===== src/hw/rtl/rgb_sharpen_convolution_assert.svh =====
// assertion macros for the rgb sharpen block
// expects signals named clk and rst in the including module
`ifndef RGB_SHARPEN_CONVOLUTION_ASSERT_SVH
`define RGB_SHARPEN_CONVOLUTION_ASSERT_SVH

`ifndef SYNTHESIS

`define RGBS_ASSERT_IMP(label, ante, cons) \
  label: assert property (@(posedge clk) disable iff (rst) (ante) |-> (cons)) \
    else $error("rgbs assertion failed");

`define RGBS_ASSERT_NEXT(label, ante, cons) \
  label: assert property (@(posedge clk) disable iff (rst) (ante) |=> (cons)) \
    else $error("rgbs assertion failed");

`else

`define RGBS_ASSERT_IMP(label, ante, cons)

`define RGBS_ASSERT_NEXT(label, ante, cons)

`endif

`endif


===== src/hw/rtl/rgbs_pkg.sv =====
// shared types and constants for the rgb sharpen block
// no dependencies
package rgbs_pkg;

  typedef logic [23:0] pixel_t;
  typedef logic [1:0]  cfg_index_t;
  typedef logic [12:0] cfg_data_t;

  typedef struct packed {
    logic             big;
    pixel_t           centre;
    pixel_t [7:0]     nbr;
  } taps_t;

  localparam cfg_index_t REG_KERNEL_SELECT = 2'd0;
  localparam cfg_index_t REG_FRAME_WIDTH   = 2'd1;
  localparam cfg_index_t REG_FRAME_HEIGHT  = 2'd2;

  localparam logic [10:0] FRAME_WIDTH_RST  = 11'd640;
  localparam logic [12:0] FRAME_HEIGHT_RST = 13'd480;
  localparam logic [12:0] MIN_SIZE         = 13'd5;
  localparam logic [12:0] MAX_HEIGHT       = 13'd4096;
  localparam logic [12:0] PIX_MAX          = 13'd255;

endpackage


===== src/hw/rtl/rgbs_filter.sv =====
// per-channel sharpening sum and clamp over the selected window taps
// depends on rgbs_pkg
module rgbs_filter (
  input  rgbs_pkg::taps_t taps,
  output rgbs_pkg::pixel_t result
);
  import rgbs_pkg::*;

  always_comb begin
    logic signed [12:0] acc;
    logic [12:0] weight;
    weight = taps.big ? 13'd9 : 13'd5;
    result = '0;
    for (int ch = 0; ch < 3; ch++) begin
      acc = $signed(weight * {5'b0, taps.centre[ch*8 +: 8]});
      for (int n = 0; n < 8; n++) begin
        acc = acc - $signed({5'b0, taps.nbr[n][ch*8 +: 8]});
      end
      if (acc[12]) begin
        result[ch*8 +: 8] = 8'd0;
      end else if (acc > $signed(PIX_MAX)) begin
        result[ch*8 +: 8] = 8'd255;
      end else begin
        result[ch*8 +: 8] = acc[7:0];
      end
    end
  end

endmodule


===== config.mk =====
export PLATFORM = sky130hd
export DESIGN_NAME = rgbs_filter
export DESIGN_NICKNAME = d
export VERILOG_FILES = /design/src/hw/rtl/rgb_sharpen_convolution_assert.svh /design/src/hw/rtl/rgbs_pkg.sv /design/src/hw/rtl/rgbs_filter.sv
export SDC_FILE = /design/constraint.sdc
export NUM_CORES = 1
export LEC_CHECK = 0
export BUFFER_PORTS_ARGS = -buffer_cell sky130_fd_sc_hd__buf_2
export CAP_MARGIN = 0
export CORE_ASPECT_RATIO = 0.6
export CORE_MARGIN = 3
export CORE_UTILIZATION = 50
export DETAILED_ROUTE_END_ITERATION = 8
export PLACE_DENSITY = 0.84
export SETUP_SLACK_MARGIN = 0.05
export SKIP_LAST_GASP = 1
export SLEW_MARGIN = 10
export SYNTH_ARGS = -nofsm -noshare
export SYNTH_HDL_FRONTEND = slang
export SYNTH_SLANG_ARGS = --single-unit

===== constraint.sdc =====
create_clock -name vclk -period 14.7
set_input_delay 0.735 -clock vclk [all_inputs]
set_output_delay 0.735 -clock vclk [all_outputs]
set_load 0.05 [all_outputs]

# After elaboration in Yosys (flattened, before gate mapping)
# Cells that the tools add are included.
# totals
ff_bits,0
latchBits,0
mem_bits_rw,0
romBits,0
inputBits,217
out_inout_bits,24
wordCells,37
n_memories,0
# classes
n_addsub,24
multipliers,3
div,0
n_lt_le_gt_ge,3
eq_ne,0
n_shift,0
muxes,7
bitwise,0
n_reduce_logical,0
# op_table
operator,n
subtractor 13 x 9 -> 13 bit,21
two-way mux 8 bit,6
greater-than comparator 13 x 9 -> 1 bit (second input constant),3
subtractor 12 x 8 -> 13 bit,3
multiplier 4 x 8 -> 12 bit,3
two-way mux 4 bit,1

# Depth between registers and ports, before layout
# depth
word_depth,13
mapped_depth,20
mapped_depth_nobuf,18

# Worst setup path after synthesis
# Ideal clock, no wire load.
# synth_timing
path_type,input to output
from,in taps[216] in the netlist's numbering
to,out result[10]
t_arrival_ns,6.251
t_required_ns,13.965
slack_ns,7.714
stages,17
path_buffers,2
path_cell_list,clkbuf_1 clkbuf_1 and2_1 fa_1 inv_1 fa_1 inv_1 fa_1 fa_1 fa_1 ha_1 a21o_1 a31o_1 o2111a_1 a2111oi_0 a311oi_2 a32oi_1
# synth_between
elab_chain_len,13
# synth_lines
element,line_no,source
start: declaration,rgbs_filter.sv:4,"input rgbs_pkg::taps_t taps,"
two-way mux 4 bit (*),rgbs_filter.sv:12,weight = taps.big ? 13'd9 : 13'd5;
multiplier 4 x 8 -> 12 bit (*),rgbs_filter.sv:15,"acc = $signed(weight * {5'b0, taps.centre[ch*8 +: 8]});"
subtractor 12 x 8 -> 13 bit (*),rgbs_filter.sv:17,"acc = acc - $signed({5'b0, taps.nbr[n][ch*8 +: 8]});"
subtractor 13 x 9 -> 13 bit (*) (7 in series),rgbs_filter.sv:17,
greater-than comparator 13 x 9 -> 1 bit,rgbs_filter.sv:21,end else if (acc > $signed(PIX_MAX)) begin
two-way mux 8 bit,rgbs_filter.sv:21,
two-way mux 8 bit (*),rgbs_filter.sv:19,if (acc[12]) begin
end: declaration,rgbs_filter.sv:5,output rgbs_pkg::pixel_t result
# Every way passes the cells marked *; elsewhere a longest branch is shown, timed or not.

# Worst setup path after layout
# layout_timing
from,in taps[216] in the netlist's numbering
to,out result[20]
# Same word-level chain as after synthesis.

==> results.toml <==
[finish]
layout-drive-gt1-share_pct = 21.3
n_sequential_cell = 0
syn_to_final_growth_pct = 17.1
regArea_sq_um = 0
final_nets = 1671
num_antenna_cells = 0
clkbuf_count = 0

[setup_path]
path_buf_inv = 3
cp_common_cell = "fa_1"
worstSetupPathType = "primary input to output port"
path_cells = "buf_2 > nand2_1 > fa_1 > fa_1 > fa_1 > inv_1 > fa_1 > ha_1 > fa_1 > a21oi_1 > o21ai_1 > a2111oi_0 > o32ai_1 > nor4_2 > a21oi_1 > buf_2"
cp_data_required_time_ns = 13.97
critPathLaunchType = "primary input"
cp-end-kind = "output port"
cp_max_fo = 46
cp_top_family = "adder cells"
cp.depth = 16
cpMaxStageDelayCell = "buf_2"
cpPeakStageDelay_ns = 0.65
worst_ep_arrival_time_ns = 6.46
cp-startpoint = "taps[216]"

[hold_path]
hp-class = "primary input to output port"
min_from = "taps[208]"
whs_path_depth = 7

[die]
dieArea_sq_mm = 0.0182
fp-row-count = 35
die_y_um = 106
start_util_pct = 52.5
coreArea_sq_mm = 0.0158
die_x_um = 172
io_pins = 241

[timing]
setup_violations = 0
maxSlewViolCount = 0
relSlewSlack_pct = 36.7
fin_crit_sh_pct = 49.0
rsz0062_at_grt = "false"
max_freq_ghz = 0.139
tns_ns = 0
worst_pin_slew_ns = 0.948
finalHoldViolCount = 0
finalCriticalPeriod_ns = 7.20

[clock_network]
postCtsResizedCells = 0
hold_buffers = 0
postCtsSetupRepairBufs = 0

[drt]
vias = 6558
drt-initial-drc-count = 298
dr.pass1.iters = 5
wl_per_cell_um = 14.1
drc_errors = 0
viasPerCell = 4.79
wirelength_um = 19300
antenna_left = 0

[place]
hpwl_um = 18300
portBuffers = 241
routabilityCongestion = 0.875

[global_routing]
antenna_found_initial = 0
grt_overflow_total = 0
grt_pass1_wl_um = 31800
grt_pass1_vias = 6857
grt_max_degree = 47
grtUsageTotal_pct = 21.4

[logic_synthesis]
synth_warnings = 0
synth_common_cells = "409 x inv_1, 213 x fa_1, 72 x ha_1"
syn_avg_cell_area_sq_um = 8.81
yosys.area.top_type_share_pct = 51.5
synth.most_common_cell = "inv_1"
syn_nets = 1441
synth_cell_types = 55
synth_cells = 939
ys_seq_area_share_pct = 0
syn_area_sq_mm = 0.00828
synth_area_leader_cell = "fa_1"
synthTopCellsByArea = "fa_1 52%, inv_1 19%, ha_1 11%"

[status]
status = "complete, no violations"

[flow_run]
cap_violations = 0
[routing by layer]
layer  global-route usage [%]  vias to the layer above  wire length [um]
li1                         -                     3144                 -
met3                     1.99                       15              1350
met4                     1.42                        0               125
met5                        0                        -                 0
met2                     35.4                      237              8860
met1                     32.1                     3162              8980
[worst min-delay path, stage by stage]
cell and delay (ns):
buf_2 0.09, nand2_1 0.14, inv_1 0.10, ha_1 0.22, inv_1 0.05, a21oi_1 0.05
buf_2 0.20
[cells by family (layout without fill, tap and decap cells)]
kind of cell             Yosys count  count (layout)  synth area share (%)
AND/OR/NAND/NOR                   98              98                  6.61
AO/OA/AOI/OAI                    111             111                  9.39
buffers and inverters            422             650                  19.1
XOR/XNOR                          22              22                  2.33
multiplexers                       1               1                 0.121
adder cells (fa/ha/maj)          285             285                  62.4
[placed cells by master, fill, tap and decap left out, drive strengths merged, types with 3 or more instances in the layout]
master | synthesis | layout
nand3 | 3 | 3
o21ai | 15 | 15
a221oi | 3 | 3
ha | 72 | 72
o21bai | 3 | 3
fa | 213 | 213
and3 | 4 | 4
nor3b | 4 | 4
a211oi | 3 | 3
nand4 | 3 | 3
a31oi | 4 | 4
inv | 409 | 409
nor2b | 23 | 23
a21boi | 4 | 4
a2111oi | 3 | 3
xor2 | 8 | 8
a21o | 11 | 11
and2 | 19 | 19
xnor2 | 14 | 14
nand2 | 20 | 20
buf | 0 | 241
a21oi | 37 | 37
a32oi | 8 | 8
nor2 | 12 | 12
[layout make-up]
| class | count | area [sq um] |
|---|---|---|
| fill | 1394 | 6080 |
| inverter | 409 | 1540 |
| multi-input combinational | 517 | 6690 |
| tap | 203 | 254 |
| timing repair buffer | 241 | 1210 |
[path summary, 6_finish.rpt]
| kind | to | slack (ns) |
|---|---|---|
| worst max-delay path | result[20] | 7.50 |
| worst min-delay path | result[16] | 2.35 |
[metrics by stage]
stage          setup WS, ns  cell area [sq um]  util, %  hold slack [ns]  instances
2_1_floorplan          7.71               8280        -             2.18        939
3_3_place_gp           7.50               9690     61.4             2.31       1370
3_5_place_dp           7.54               9690     61.4             2.34       1370
4_1_cts                7.52               9690     61.4             2.34       1370
5_1_grt                7.05               9690     61.4             2.40       1370
6_report               7.50               9690     61.4             2.35       1370
Power is not shown: default switching activity piles up to over one toggle a cycle in this logic, so the estimate is an artifact.
